### config.mk
export PLATFORM = sky130hd
export DESIGN_NAME = plir_ctrl
export DESIGN_NICKNAME = d
export VERILOG_FILES = /design/src/plir_pkg.sv /design/src/plir_ctrl.sv
export SDC_FILE = /design/constraint.sdc
export NUM_CORES = 1
export LEC_CHECK = 0
export BUFFER_PORTS_ARGS = -buffer_cell sky130_fd_sc_hd__buf_2
export CELL_PAD_IN_SITES_DETAIL_PLACEMENT = 0
export CELL_PAD_IN_SITES_GLOBAL_PLACEMENT = 1
export CORE_UTILIZATION = 31
export DETAILED_ROUTE_END_ITERATION = 6
export GPL_TIMING_DRIVEN = 0
export MAX_ROUTING_LAYER = met4
export PLACE_DENSITY_LB_ADDON = 0.1
export SLEW_MARGIN = 15
export SYNTH_ARGS = -nofsm -noshare
export SYNTH_HDL_FRONTEND = slang
export SYNTH_SLANG_ARGS = --single-unit
export TNS_END_PERCENT = 30
### constraint.sdc
create_clock -name clk -period 5.5 [get_ports clk]
set_input_delay 1.1 -clock clk [delete_from_list [all_inputs] [get_ports clk]]
set_output_delay 1.1 -clock clk [all_outputs]
set_load 0.02 [all_outputs]
### src/plir_pkg.sv
// ----------------------------------------------------------------------------
// plir_pkg
// Shared types and constants for the positional list insert/remove block.
// ----------------------------------------------------------------------------
package plir_pkg;

  localparam int CAPACITY = 64;
  localparam int DATA_W   = 32;
  localparam int POS_W    = 7;
  localparam int STAT_W   = 2;
  localparam int IDX_W    = (CAPACITY > 1) ? $clog2(CAPACITY) : 1;
  localparam int LEN_W    = $clog2(CAPACITY + 1);
  // compare width covers both cell indexes and the 7-bit position field
  localparam int CMP_W    = (LEN_W > POS_W) ? LEN_W : POS_W;

  localparam logic OP_INSERT = 1'b0;
  localparam logic OP_REMOVE = 1'b1;

  typedef enum logic [STAT_W-1:0] {
    ST_DONE   = 2'd0,
    ST_BADPOS = 2'd1,
    ST_FULL   = 2'd2
  } status_t;

  // command broadcast to every cell of the row
  typedef struct packed {
    logic               shift;
    logic               insert;
    logic [CMP_W-1:0]   pos_idx;
    logic [DATA_W-1:0]  value;
  } cell_cmd_t;

  // outcome of one transaction as decided by the controller
  typedef struct packed {
    status_t            status;
    logic               remove;
    logic [LEN_W-1:0]   len;
    logic [LEN_W-1:0]   len_nxt;
  } ctrl_res_t;

endpackage

### src/plir_ctrl.sv
// ----------------------------------------------------------------------------
// plir_ctrl
// Length counter and position checks; drives the cell row command.
// ----------------------------------------------------------------------------
module plir_ctrl (
  input  logic                          clk,
  input  logic                          rst_n,
  input  logic                          accept,
  input  logic                          opcode,
  input  logic [plir_pkg::POS_W-1:0]    position,
  input  logic [plir_pkg::DATA_W-1:0]   value,
  output plir_pkg::cell_cmd_t           cmd,
  output plir_pkg::ctrl_res_t           res
);

  logic [plir_pkg::LEN_W-1:0] len_r;
  logic [plir_pkg::LEN_W-1:0] len_nxt;
  logic [plir_pkg::CMP_W-1:0] pos_ext;
  logic [plir_pkg::CMP_W-1:0] len_ext;
  logic [plir_pkg::CMP_W-1:0] pos_idx;
  logic                       pos_zero;
  logic                       ins_ok;
  logic                       rem_ok;
  logic                       full;
  plir_pkg::status_t          status;

  assign pos_ext  = plir_pkg::CMP_W'(position);
  assign len_ext  = plir_pkg::CMP_W'(len_r);
  assign pos_idx  = pos_ext - plir_pkg::CMP_W'(1);
  assign pos_zero = (position == '0);
  // insert is legal up to one past the end
  assign ins_ok   = !pos_zero && ({1'b0, pos_ext} <= ({1'b0, len_ext} + (plir_pkg::CMP_W+1)'(1)));
  assign rem_ok   = !pos_zero && (pos_ext <= len_ext);
  assign full     = (len_r == plir_pkg::LEN_W'(plir_pkg::CAPACITY));

  always_comb begin
    status  = plir_pkg::ST_DONE;
    len_nxt = len_r;
    if (opcode == plir_pkg::OP_INSERT) begin
      if (!ins_ok) begin
        status = plir_pkg::ST_BADPOS;
      end else if (full) begin
        status = plir_pkg::ST_FULL;
      end else begin
        len_nxt = len_r + plir_pkg::LEN_W'(1);
      end
    end else begin
      if (!rem_ok) begin
        status = plir_pkg::ST_BADPOS;
      end else begin
        len_nxt = len_r - plir_pkg::LEN_W'(1);
      end
    end
  end

  always_ff @(posedge clk) begin
    if (!rst_n) begin
      len_r <= '0;
    end else if (accept) begin
      len_r <= len_nxt;
    end
  end

  assign cmd.shift   = accept && (status == plir_pkg::ST_DONE);
  assign cmd.insert  = (opcode == plir_pkg::OP_INSERT);
  assign cmd.pos_idx = pos_idx;
  assign cmd.value   = value;

  assign res.status  = status;
  assign res.remove  = (opcode == plir_pkg::OP_REMOVE);
  assign res.len     = len_r;
  assign res.len_nxt = len_nxt;

endmodule

==> summary.txt <==
IO Pins: 101
worst reg2reg setup slack: 2.20 ns
worst hold slack: 0.499 ns
CTS clk-pin slew, worst paths: 0.04 ns
Via Count: 1671
CTS tree: built
clk sinks: 7
reg-to-reg startpoint: len_ext[0]
initial antenna violation count: 0
Layout area overhead: 29.6%
Min-Delay Path Depth: 2
area leader, netlist: buf_4
Hold-fix buffers, CTS: 0
layout cells sized above 1: 0.453
static leakage: 0.00101 uW
Synth top area share: 0.163
placed cell areas: 1990 um2
Synth area leaders: buf_4 16%, ha_1 14%, dfxtp_1 8.9%
clk_lat worst skew: 0.23 ns
# rows: 25
DP HPWL: 3.76 mm
Final ANT Viol Nets: 0
R2R depth: 10
Synth Register Bits: 7
gpl congestion: 0.798
Critical Path RT: 4.40 ns
hold_sp: len_ext[6]
Synth top cells by count: 34 x buf_4, 22 x nand2_1, 18 x ha_1, 15 x inv_1, 10 x a21oi_1
EDFF count, synth: 0
vias in the first global route: 1463
cts bufs inserted: 3
vias per inst: 4.90
grt ovf: 0
Hold EP: len_ext[6]
startpoint types: register
post-route setup TNS: 0 ns
CTS Buffer Depth: 2
# DRC: 0
initial DRC count: 57
ant diodes: 0
most frequent cell after synthesis: buf_4
largest net degree at the start of global routing: 11
Starting Density: 0.328
Mean Syn Cell Area: 7.73 um2
reg2reg end: len_ext[2]
Netlist Area Pre-Place: 1570 um2
outcome: finished, final reports clean
fmax: 0.216 GHz
CP Class: reg -> out
Finish-stage setup viols: 0
final hold vios: 0
Synth Net Count: 264
Layout Nets: 336
final worst slack: 0.876 ns
min Tclk post-route: 4.62 ns
Post-CTS Resized: 0
worst min-delay path category: reg -> reg
maximum VDD drop: 0.0706 mV
H-tree depth: 1
number of library cell types mapped by synthesis: 59
Max FO, Critical Path: 8
Core Area: 4790 um2
pwr dens: 177 nW/um2
Largest register FFs: 7
wire length per cell: 12.9 um
Ys Warns: 0
Slew headroom: 0.526
Async SR Flop Fraction: 0
Synth Flop Type: dfxtp_1
post-synthesis sequential area ratio: 0.0893
CP Capture Type: primary output
measured slew at the worst slew-check pin: 0.700 ns
Tot GR Track Use: 0.172
first-pass GRT wire length: 6.93 mm
Post-Synthesis Cells: 203
Final Routed Wirelength: 4.40 mm
Power Total: 360 uW
postcts setup bufs: 0
post-route cell area: 2030 um2
Critical Path AT: 3.52 ns
clock root buffer: clkbuf_8
drt pass-1 iters: 4
Port-buffer cells: 67
Final Max Tran Viols: 0
die height: 73.1 um
clk_skew: 0.000423 ns
fin crit share: 0.841
Die W: 73.1 um
DP Worst Slack: 1.10 ns
max-cap viol count: 0
RSZ-0062 raised after global routing: no
DIE AREA: 5350 um2
-- stage by stage --
step	utilization	instances
after floorplan	-	203
after global placement	0.415	337
after detailed placement	0.415	337
after CTS	0.425	341
after global routing	0.425	341
final	0.425	341
-- worst max-delay path by stage --
stage | start | slack (ns) | endpoint
floorplan | len_ext[0] | 1.39 | res[1]
global placement | len_ext[0] | 1.10 | res[0]
detailed placement | len_ext[0] | 1.10 | res[2]
CTS | len_ext[0] | 0.86 | res[2]
global route | len_ext[0] | 0.62 | res[1]
finish | len_ext[0] | 0.88 | res[2]
-- where the power goes --
part / internal, uW / switching [uW]
Combinational: 89.9 / 133
Sequential: 55.2 / 8.05
Clock: 50.3 / 23.4
-- worst max-delay path, stage by stage (launching register included) --
cell,delay (ns)
dfxtp_1,0.52
ha_1,0.33
nand2_1,0.08
or3_1,0.36
xnor2_1,0.15
ha_1,0.30
nand3_1,0.16
o311ai_1,0.67
a211oi_4,0.21
a32oi_1,0.26
nand2_1,0.09
buf_2,0.17
-- layer usage --
layer / up-vias / wire (um) / global-route usage
met2: 91 / 2010 / 0.278
met4: 0 / 23 / 0.0153
met5: - / 0 / -
met3: 2 / 346 / 0.0276
met1: 743 / 2020 / 0.233
li1: 835 / - / -
-- placed cells by master, fill, tap and decap left out, types with 2 or more instances in the layout --
master	n
nand3_1	6
dfxtp_1	7
o21ai_0	5
a21oi_1	10
clkbuf_8	3
buf_2	68
nand4_1	3
nand2_1	22
clkbuf_1	2
xnor2_1	9
inv_1	15
xor2_1	3
a221oi_2	2
buf_4	34
nor2_1	8
nor4_1	2
mux2i_1	5
and3_1	3
nor3_1	3
or3_1	3
nor4b_1	2
ha_1	18
or2_2	2
a31oi_1	3
-- logic make-up (layout without fill, tap and decap cells) --
logic type | count (synthesis) | after routing | share of synthesized area
buffers and inverters | 53 | 124 | 0.209
xor gates and xnor gates | 12 | 12 | 0.0670
muxes | 6 | 6 | 0.0391
AOI/OAI and AO/OA | 39 | 39 | 0.210
and+or+nand+nor | 68 | 68 | 0.242
DFF | 7 | 7 | 0.0893
adders and majority gates | 18 | 18 | 0.144
-- cell type report --
| type | count | area, um2 |
|---|---|---|
| Sequential cell | 7 | 140 |
| Timing Repair Buffer | 67 | 335 |
| Inverter | 16 | 60.1 |
| Multi-Input combinational cell | 143 | 1100 |
| Tap cell | 67 | 83.8 |
| Buffer | 37 | 268 |
| Fill cell | 510 | 2750 |
| Clock buffer | 4 | 45.0 |
Power figures use the tool's default switching activity.
