--- src/plir_pkg.sv ---
// ----------------------------------------------------------------------------
// plir_pkg
// Shared types and constants for the positional list insert/remove block.
// ----------------------------------------------------------------------------
package plir_pkg;

  localparam int CAPACITY = 64;
  localparam int DATA_W   = 32;
  localparam int POS_W    = 7;
  localparam int STAT_W   = 2;
  localparam int IDX_W    = (CAPACITY > 1) ? $clog2(CAPACITY) : 1;
  localparam int LEN_W    = $clog2(CAPACITY + 1);
  // compare width covers both cell indexes and the 7-bit position field
  localparam int CMP_W    = (LEN_W > POS_W) ? LEN_W : POS_W;

  localparam logic OP_INSERT = 1'b0;
  localparam logic OP_REMOVE = 1'b1;

  typedef enum logic [STAT_W-1:0] {
    ST_DONE   = 2'd0,
    ST_BADPOS = 2'd1,
    ST_FULL   = 2'd2
  } status_t;

  // command broadcast to every cell of the row
  typedef struct packed {
    logic               shift;
    logic               insert;
    logic [CMP_W-1:0]   pos_idx;
    logic [DATA_W-1:0]  value;
  } cell_cmd_t;

  // outcome of one transaction as decided by the controller
  typedef struct packed {
    status_t            status;
    logic               remove;
    logic [LEN_W-1:0]   len;
    logic [LEN_W-1:0]   len_nxt;
  } ctrl_res_t;

endpackage

--- src/plir_cell.sv ---
// ----------------------------------------------------------------------------
// plir_cell
// One list slot: holds a value and takes its neighbor's, or the inserted value, on a shift.
// ----------------------------------------------------------------------------
module plir_cell (
  input  logic                          clk,
  input  plir_pkg::cell_cmd_t           cmd,
  input  logic [plir_pkg::IDX_W-1:0]    idx,
  input  logic [plir_pkg::DATA_W-1:0]   prev_data,
  input  logic [plir_pkg::DATA_W-1:0]   next_data,
  output logic [plir_pkg::DATA_W-1:0]   data
);

  logic [plir_pkg::DATA_W-1:0] data_r;
  logic [plir_pkg::DATA_W-1:0] data_nxt;
  logic [plir_pkg::CMP_W-1:0]  idx_ext;

  assign idx_ext = plir_pkg::CMP_W'(idx);

  always_comb begin
    data_nxt = data_r;
    if (cmd.shift) begin
      if (cmd.insert) begin
        if (idx_ext == cmd.pos_idx) begin
          data_nxt = cmd.value;
        end else if (idx_ext > cmd.pos_idx) begin
          data_nxt = prev_data;
        end
      end else if (idx_ext >= cmd.pos_idx) begin
        data_nxt = next_data;
      end
    end
  end

  always_ff @(posedge clk) begin
    data_r <= data_nxt;
  end

  assign data = data_r;

endmodule

--- config.mk ---
export PLATFORM = sky130hd
export DESIGN_NAME = plir_cell
export DESIGN_NICKNAME = d
export VERILOG_FILES = /design/src/plir_pkg.sv /design/src/plir_cell.sv
export SDC_FILE = /design/constraint.sdc
export NUM_CORES = 1
export LEC_CHECK = 0
export ABC_AREA = 1
export BUFFER_PORTS_ARGS = -buffer_cell sky130_fd_sc_hd__buf_2
export CAP_MARGIN = 20
export CORE_MARGIN = 4
export CORE_UTILIZATION = 38
export DETAILED_ROUTE_END_ITERATION = 12
export HOLD_SLACK_MARGIN = 0.02
export PLACE_DENSITY = 0.73
export SLEW_MARGIN = 20
export SYNTH_ARGS = -nofsm -noshare
export SYNTH_HDL_FRONTEND = slang
export SYNTH_SLANG_ARGS = --single-unit
--- constraint.sdc ---
create_clock -name clk -period 2.7 [get_ports clk]
set_input_delay 0 -clock clk [delete_from_list [all_inputs] [get_ports clk]]
set_output_delay 0 -clock clk [all_outputs]
set_load 0.05 [all_outputs]
==> results of run 1 <==
-- tightest hold or removal path: cells and delay by family --
kind | cells | cell delay (ns)
buffers and inverters | 1 | 0.07
and+or+nand+nor | 2 | 0.18
-- synth_stat cells, types with 4 or more instances --
cell type,n,area [um2]
or2_1,13,81.33
nand3_1,66,330.3
edfxtp_1,32,960.9
and2_1,32,200.2
buf_6,4,45.04
buf_4,5,37.54
or2_2,19,118.9
nor2_1,5,18.77
buf_2,4,20.02
inv_1,10,37.54
nand2_1,41,153.9
ha_1,6,75.07
-- area by class of cell --
| cell class | instances | area (um2) | area share, % |
|---|---|---|---|
| clock buffer | 7 | 76.32 | 2.604 |
| clock inverter | 1 | 3.754 | 0.1280 |
| inverter | 10 | 37.54 | 1.280 |
| multi-input combinational | 185 | 1020 | 34.78 |
| sequential | 32 | 960.9 | 32.78 |
| tap | 70 | 87.58 | 2.988 |
| timing repair buffer | 147 | 745.7 | 25.44 |
-- per-stage QoR --
step / total power, mW / hold slack, ns
global placement: 1.008 / 0.3636
global route: 1.411 / 0.08348
detailed placement: 1.015 / 0.3673
floorplan: 0.8808 / 0.2757
CTS: 1.351 / 0.07889
finish: 1.333 / 0.08549
-- cells in the final DEF, fill, tap and decap left out, drive strengths merged --
cell,instances
buf,147
nand3,66
nand2,42
and2,32
edfxtp,32
or2,32
inv,10
clkbuf,7
nor2,7
ha,6
clkinv,1
-- layer usage --
metal | vias to the layer above | routed length (um) | GRT usage [%] | part of all wire, %
li1 | 1082 | - | - | -
met1 | 927 | 2268 | 18.31 | 40
met2 | 92 | 2775 | 29.25 | 49
met3 | 10 | 564 | 3.456 | 9.9
met4 | 0 | 104 | 7.516 | 1.8
met5 | - | 0 | 0 | 0
-- cell families after synthesis --
family | after synthesis
simple gates | 179
flops | 32
buf+inv | 26
fa+ha+maj | 6
-- power groups by stage --
stage | combinational (mW) | sequential, mW | clock (mW)
2_1_floorplan | 0.128 | 0.753 | 0
3_3_place_gp | 0.393 | 0.615 | 0
3_5_place_dp | 0.399 | 0.616 | 0
4_1_cts | 0.400 | 0.606 | 0.345
5_1_grt | 0.432 | 0.608 | 0.371
6_report | 0.396 | 0.605 | 0.332
-- worst max-delay path by stage --
stage,endpoint,slack [ns],cells after the start
3_3_place_gp,data[8],0.82,10
2_1_floorplan,data[0],0.54,9
4_1_cts,data[2],1.03,10
5_1_grt,data[11],0.88,10
6_report,data[26],1.04,10
3_5_place_dp,data[6],0.76,10
==> results.md, run 1 <==
- Outcome: finished clean
- Synth Area in XOR/XNOR: 0%
- TritonCTS sink count: 32
- CP Launch Type: primary input
- Ys async rst share: 0%
- Final hold violations: 0
- Final worst path period share: around 62%
- Clock share of power: 24.9%
- Core box area: around 5300 um2
- Total global routing overflow: 0
- RSZ-0062 raised after global routing: false
- I/O pin cnt: 144
- Yosys reg bits: 32
- Critical Path Source: cmd[37]
- Post-Synth Adder-Cell Area: under 10%
- Largest family of logic cells by synthesized area: simple AND/OR/NAND/NOR gates
- Worst Path Max Fanout: 32
- Compound-cell area share of the yosys netlist: 0%
- CTS tree: yes
- Synth warnings: 0
- Initial antenna violation count: 0
- Req. time, crit path: 2.63 ns
- Largest delay contributor family on the critical path: simple AND/OR/NAND/NOR gates
- Via count: about 2100
- Pwr per Cell Area: between 400 and 500 nW/um2
- Final WL: 5712 um
- Sequential fraction of design power: a little under half
- Final min period: ~1.7 ns
- Setup TNS: 0 ns
- Drt drc: 0
- Post-CTS setup buffers: 0
- Worst setup path category: in -> reg
- Final setup viols: 0
- Worst path bufs/invs: 3
- First-pass GRT wire length: 8445 um
- Bufs on Longest Clock Path: 2
- Syn-to-layout area delta: 37.99%
- Htree depth: 2
- Root buf cell: clkbuf_8
- Max Cap Violations: 0
- Hold Buf Count CTS: 0
- Worst Hold Endpoint: data[19]
- Int Pwr: 0.9165 mW
- Syn_area_per_cell: just under 9 um2
- Nets: between 400 and 500
- Final instance area: 2932 um2
- Hold Path Stages: 3
- Comb power frac: about 30%
- Initial drt markers: 91
- Place WS: approximately 0.76 ns
- Vias in the first global route: 1957
- Switching pwr: 0.4162 mW
- Clk slew on worst S/H paths: about 0.06 ns
- Multiplexer area fraction after synthesis: 0%
- Area of the mapped netlist: between 2000 and 2500 um2
- Simple-Gate Fraction of Synth Area: about 44%
- Post-DP HPWL: between 4000 and 5000 um
- Min-delay worst type: in -> reg
- Syn Nets: between 300 and 400
- Synthesized netlist cell count: between 200 and 250
- Sequential element share of the synthesized area: a little under half
- Peak supply drop: 0.0001676 V
- Sw Ratio: between 30 and 40%
- Worst-margin pin slew: just over 0.9 ns
- Main synth FF type: edfxtp_1
- Largest stage delay, worst path: between 0.3 and 0.4 ns
- Final setup margin: 1.037 ns
- CP max stage cell: nor2_4
- Max reg flops: 32
- Post-route ant nets: 0
- Chip width: about 83 um
- DRT Pass-1 Iters: 4
- Distinct cells, synth: 15
- CTS Buf Count: 5
- Crit path arrival time: roughly 1.6 ns
- Final Max Tran Viols: 0
- Largest net degree at the start of global routing: between 60 and 70
- Crit-path cells: buf_2 -> inv_1 -> ha_1 -> nand2_1 -> nor2_4 -> nand2_1 -> nor2_1 -> nor2_1 -> nor2_4 -> buf_4
- Cell leakage power: around 1.4 nW
- Share of cells above drive strength 1: between 40 and 50%
- Die Span Y: a little over 80 um
- Fillers: approximately 500
- Dpl cells: between 400 and 500
- Post-synth EDFFs: 32
- Row count: 26
- Routed vias/inst: 4.670
- Fmax: approximately 0.6 GHz
- Non-filler cells, final: between 400 and 500
- Port buffer count: roughly 140
- GPL Wtd Cong: approximately 0.72
- Hold wc startpoint: next_data[19]
- ANT cells: 0
- Layout Utilization: a little under three fifths
- Drt wl/cell: ~13 um
- Gr usage total: between 10% and 20%
- Setup crit end kind: register
- DIE AREA: 6851 um2
- Starting Density: roughly 40%
- Placed instance area: approximately 2900 um2
- Rel. slew slack: ~40%
- Post_cts resized: 0
(Power assumes the default switching activity.)
==> inputs of run 2 (changes only) <==
Settings changed: CORE_UTILIZATION 38 to 42, PLACE_DENSITY 0.73 to 0.77.
Clock period 2.7 ns to 1.6 ns, I/O delays scaled along.
==> results.md, run 2 (synthesis gave the netlist of run 1 again) <==
- Via count: 2137 (+1.2%)
- Post-DP HPWL: 4616 um (+6.3%)
- Port buffer count: 143 (unchanged)
- Pwr per Cell Area: 751.9 nW/um2 (+65%)
- Sw Ratio: 31.54% (+0.31 points)
- Fmax: 0.7936 GHz
- Drt drc: 0 (unchanged)
- Initial antenna violation count: 0 (unchanged)
- Row count: 25 (-3.8%)
- Die Span Y: 79.12 um (-4.4%)
- Cell leakage power: 1.453 nW (+2.7%)
- Gr usage total: 18.22% (+1.9 points)
- Sequential fraction of design power: 44.6% (-0.8 points)
- Final setup viols: 0 (unchanged)
- Final min period: 1.260 ns
- Crit path arrival time: 1.24 ns (-0.35 ns)
- Int Pwr: 1.568 mW (+71%)
- Starting Density: 44.10% (+3.8 points)
- Share of cells above drive strength 1: 49.35% (+3.5 points)
- Initial drt markers: 79 (-13%)
- Clock share of power: 24.4% (-0.5 points)
- Root buf cell: clkbuf_8
- Nets: 503 (+0.80%)
- Fillers: 443 (-11%)
- Chip width: 79.12 um (-4.4%)
- Register area: 960.9 um2 (unchanged)
- Outcome: finished clean
- Drt wl/cell: 12.72 um (+0.63%)
- Critical Path Source: cmd[37]
- Worst setup path category: in -> reg
- Vias in the first global route: 2023 (+3.4%)
- Routed vias/inst: 4.728 (+1.2%)
- Bufs on Longest Clock Path: 2 (unchanged)
- DIE AREA: 6260 um2 (-8.6%)
- CTS Buf Count: 5 (unchanged)
- RSZ-0062 raised after global routing: false
- Setup crit end kind: register
- Max reg flops: 32 (unchanged)
- End point of the critical path: data[17]
- I/O pin cnt: 144 (unchanged)
- CP Launch Type: primary input
- Switching pwr: 0.7222 mW (+74%)
- Commonest cells after routing, fill and taps aside: buf_2 (143), nand3_1 (65), nand2_1 (38), and2_1 (32), edfxtp_1 (32)
- CTS tree: yes
- Req. time, crit path: 1.58 ns (-1.05 ns)
- Peak supply drop: 0.0003738 V (+120%)
- DRT Pass-1 Iters: 4 (unchanged)
- TritonCTS sink count: 32 (unchanged)
- Hold wc startpoint: next_data[8]
- Fin Hold WS: 0.08591 ns (+0.0004185 ns)
- Largest net degree at the start of global routing: 65 (unchanged)
- Comb power frac: 31.0% (+1.3 points)
- Final worst path period share: 78.76%
- Final WL: 5748 um (+0.63%)
- Total global routing overflow: 0 (unchanged)
- GPL Wtd Cong: 0.8052 (+11%)
- Multi-input logic area: 1077 um2 (+5.6%)
- Htree depth: 2 (unchanged)
- Post-CTS setup buffers: 0 (unchanged)
- Leading cell type in the layout, fill and taps excluded: buf_2
- First-pass GRT wire length: 8956 um (+6.1%)
- Rel. slew slack: 40.63% (+1.8 points)
- Min-delay worst type: in -> reg
- Layout Utilization: 63.22% (+7.6 points)
- Core box area: 4817 um2 (-8.6%)
- Final Max Tran Viols: 0 (unchanged)
- Hold Buf Count CTS: 0 (unchanged)
- Final hold violations: 0 (unchanged)
- Post-route ant nets: 0 (unchanged)
- Clk slew on worst S/H paths: 0.06 ns (about the same)
- Post_cts resized: 0 (unchanged)
- ANT cells: 0 (unchanged)
- Max Cap Violations: 0 (unchanged)
- Worst-margin pin slew: 0.8905 ns (-0.02659 ns)
- Syn-to-layout area delta: 43.35%
- Worst Path Max Fanout: 18 (-44%)
==> run 2: changes by cell type in the layout (fill, tap and decap cells not counted), sizes merged <==
cell | before | now
buf | 147 | 151
clkbuf | 7 | 6
==> run 2: area by class of cell <==
cell class / instances / area share, %
clock inverters: 1 / 0.1643
clock buffers: 6 / 2.383
flip-flops and latches: 32 / 31.55
well taps: 67 / 2.753
repair buffers: 151 / 26.29
inverters: 10 / 1.479
multi-input cells: 185 / 35.37
==> run 2: worst min path at each step <==
stage	end	slack, ns	cells past startpoint
final	data[8]	0.09	3
after floorplan	data[10]	0.28	2
after global routing	data[10]	0.09	3
after global placement	data[14]	0.36	3
after CTS	data[8]	0.08	3
after detailed placement	data[16]	0.37	3
==> run 2: stage by stage <==
step                      power, mW  instances  TNS, ns  worst slack [ns]  instance area, um2
after floorplan               1.508        243   -5.833           -0.1823                2197
after global placement        1.741        445        0           0.08941                2968
after detailed placement      1.756        445        0           0.03735                2968
after CTS                     2.317        452        0            0.3279                3045
after global routing          2.413        452        0            0.2725                3045
final                         2.290        452        0            0.3399                3045
==> run 2: metal layers <==
metal	vias up	global-route usage, %	part of all wire [%]
li1	1094	-	-
met1	953	19.61	38
met2	86	34.60	54
met3	4	3.855	6.9
met4	0	6.701	1.2
met5	-	0	0
==> run 2: power by group through the flow <==
stage | Combinational (mW) | Clock, mW | Sequential (mW)
finish | 0.709 | 0.558 | 1.02
global route | 0.769 | 0.616 | 1.03
CTS | 0.718 | 0.576 | 1.02
detailed placement | 0.716 | 0 | 1.04
global placement | 0.704 | 0 | 1.04
floorplan | 0.239 | 0 | 1.27
==> run 2: worst max-delay path, cell delays in order <==
cell,delay (ns)
buf_2,0.13
inv_8,0.03
ha_4,0.27
nand2_4,0.05
nor2_4,0.17
nand2_1,0.07
nor2_1,0.12
nor2_2,0.06
nor2_4,0.16
buf_12,0.17
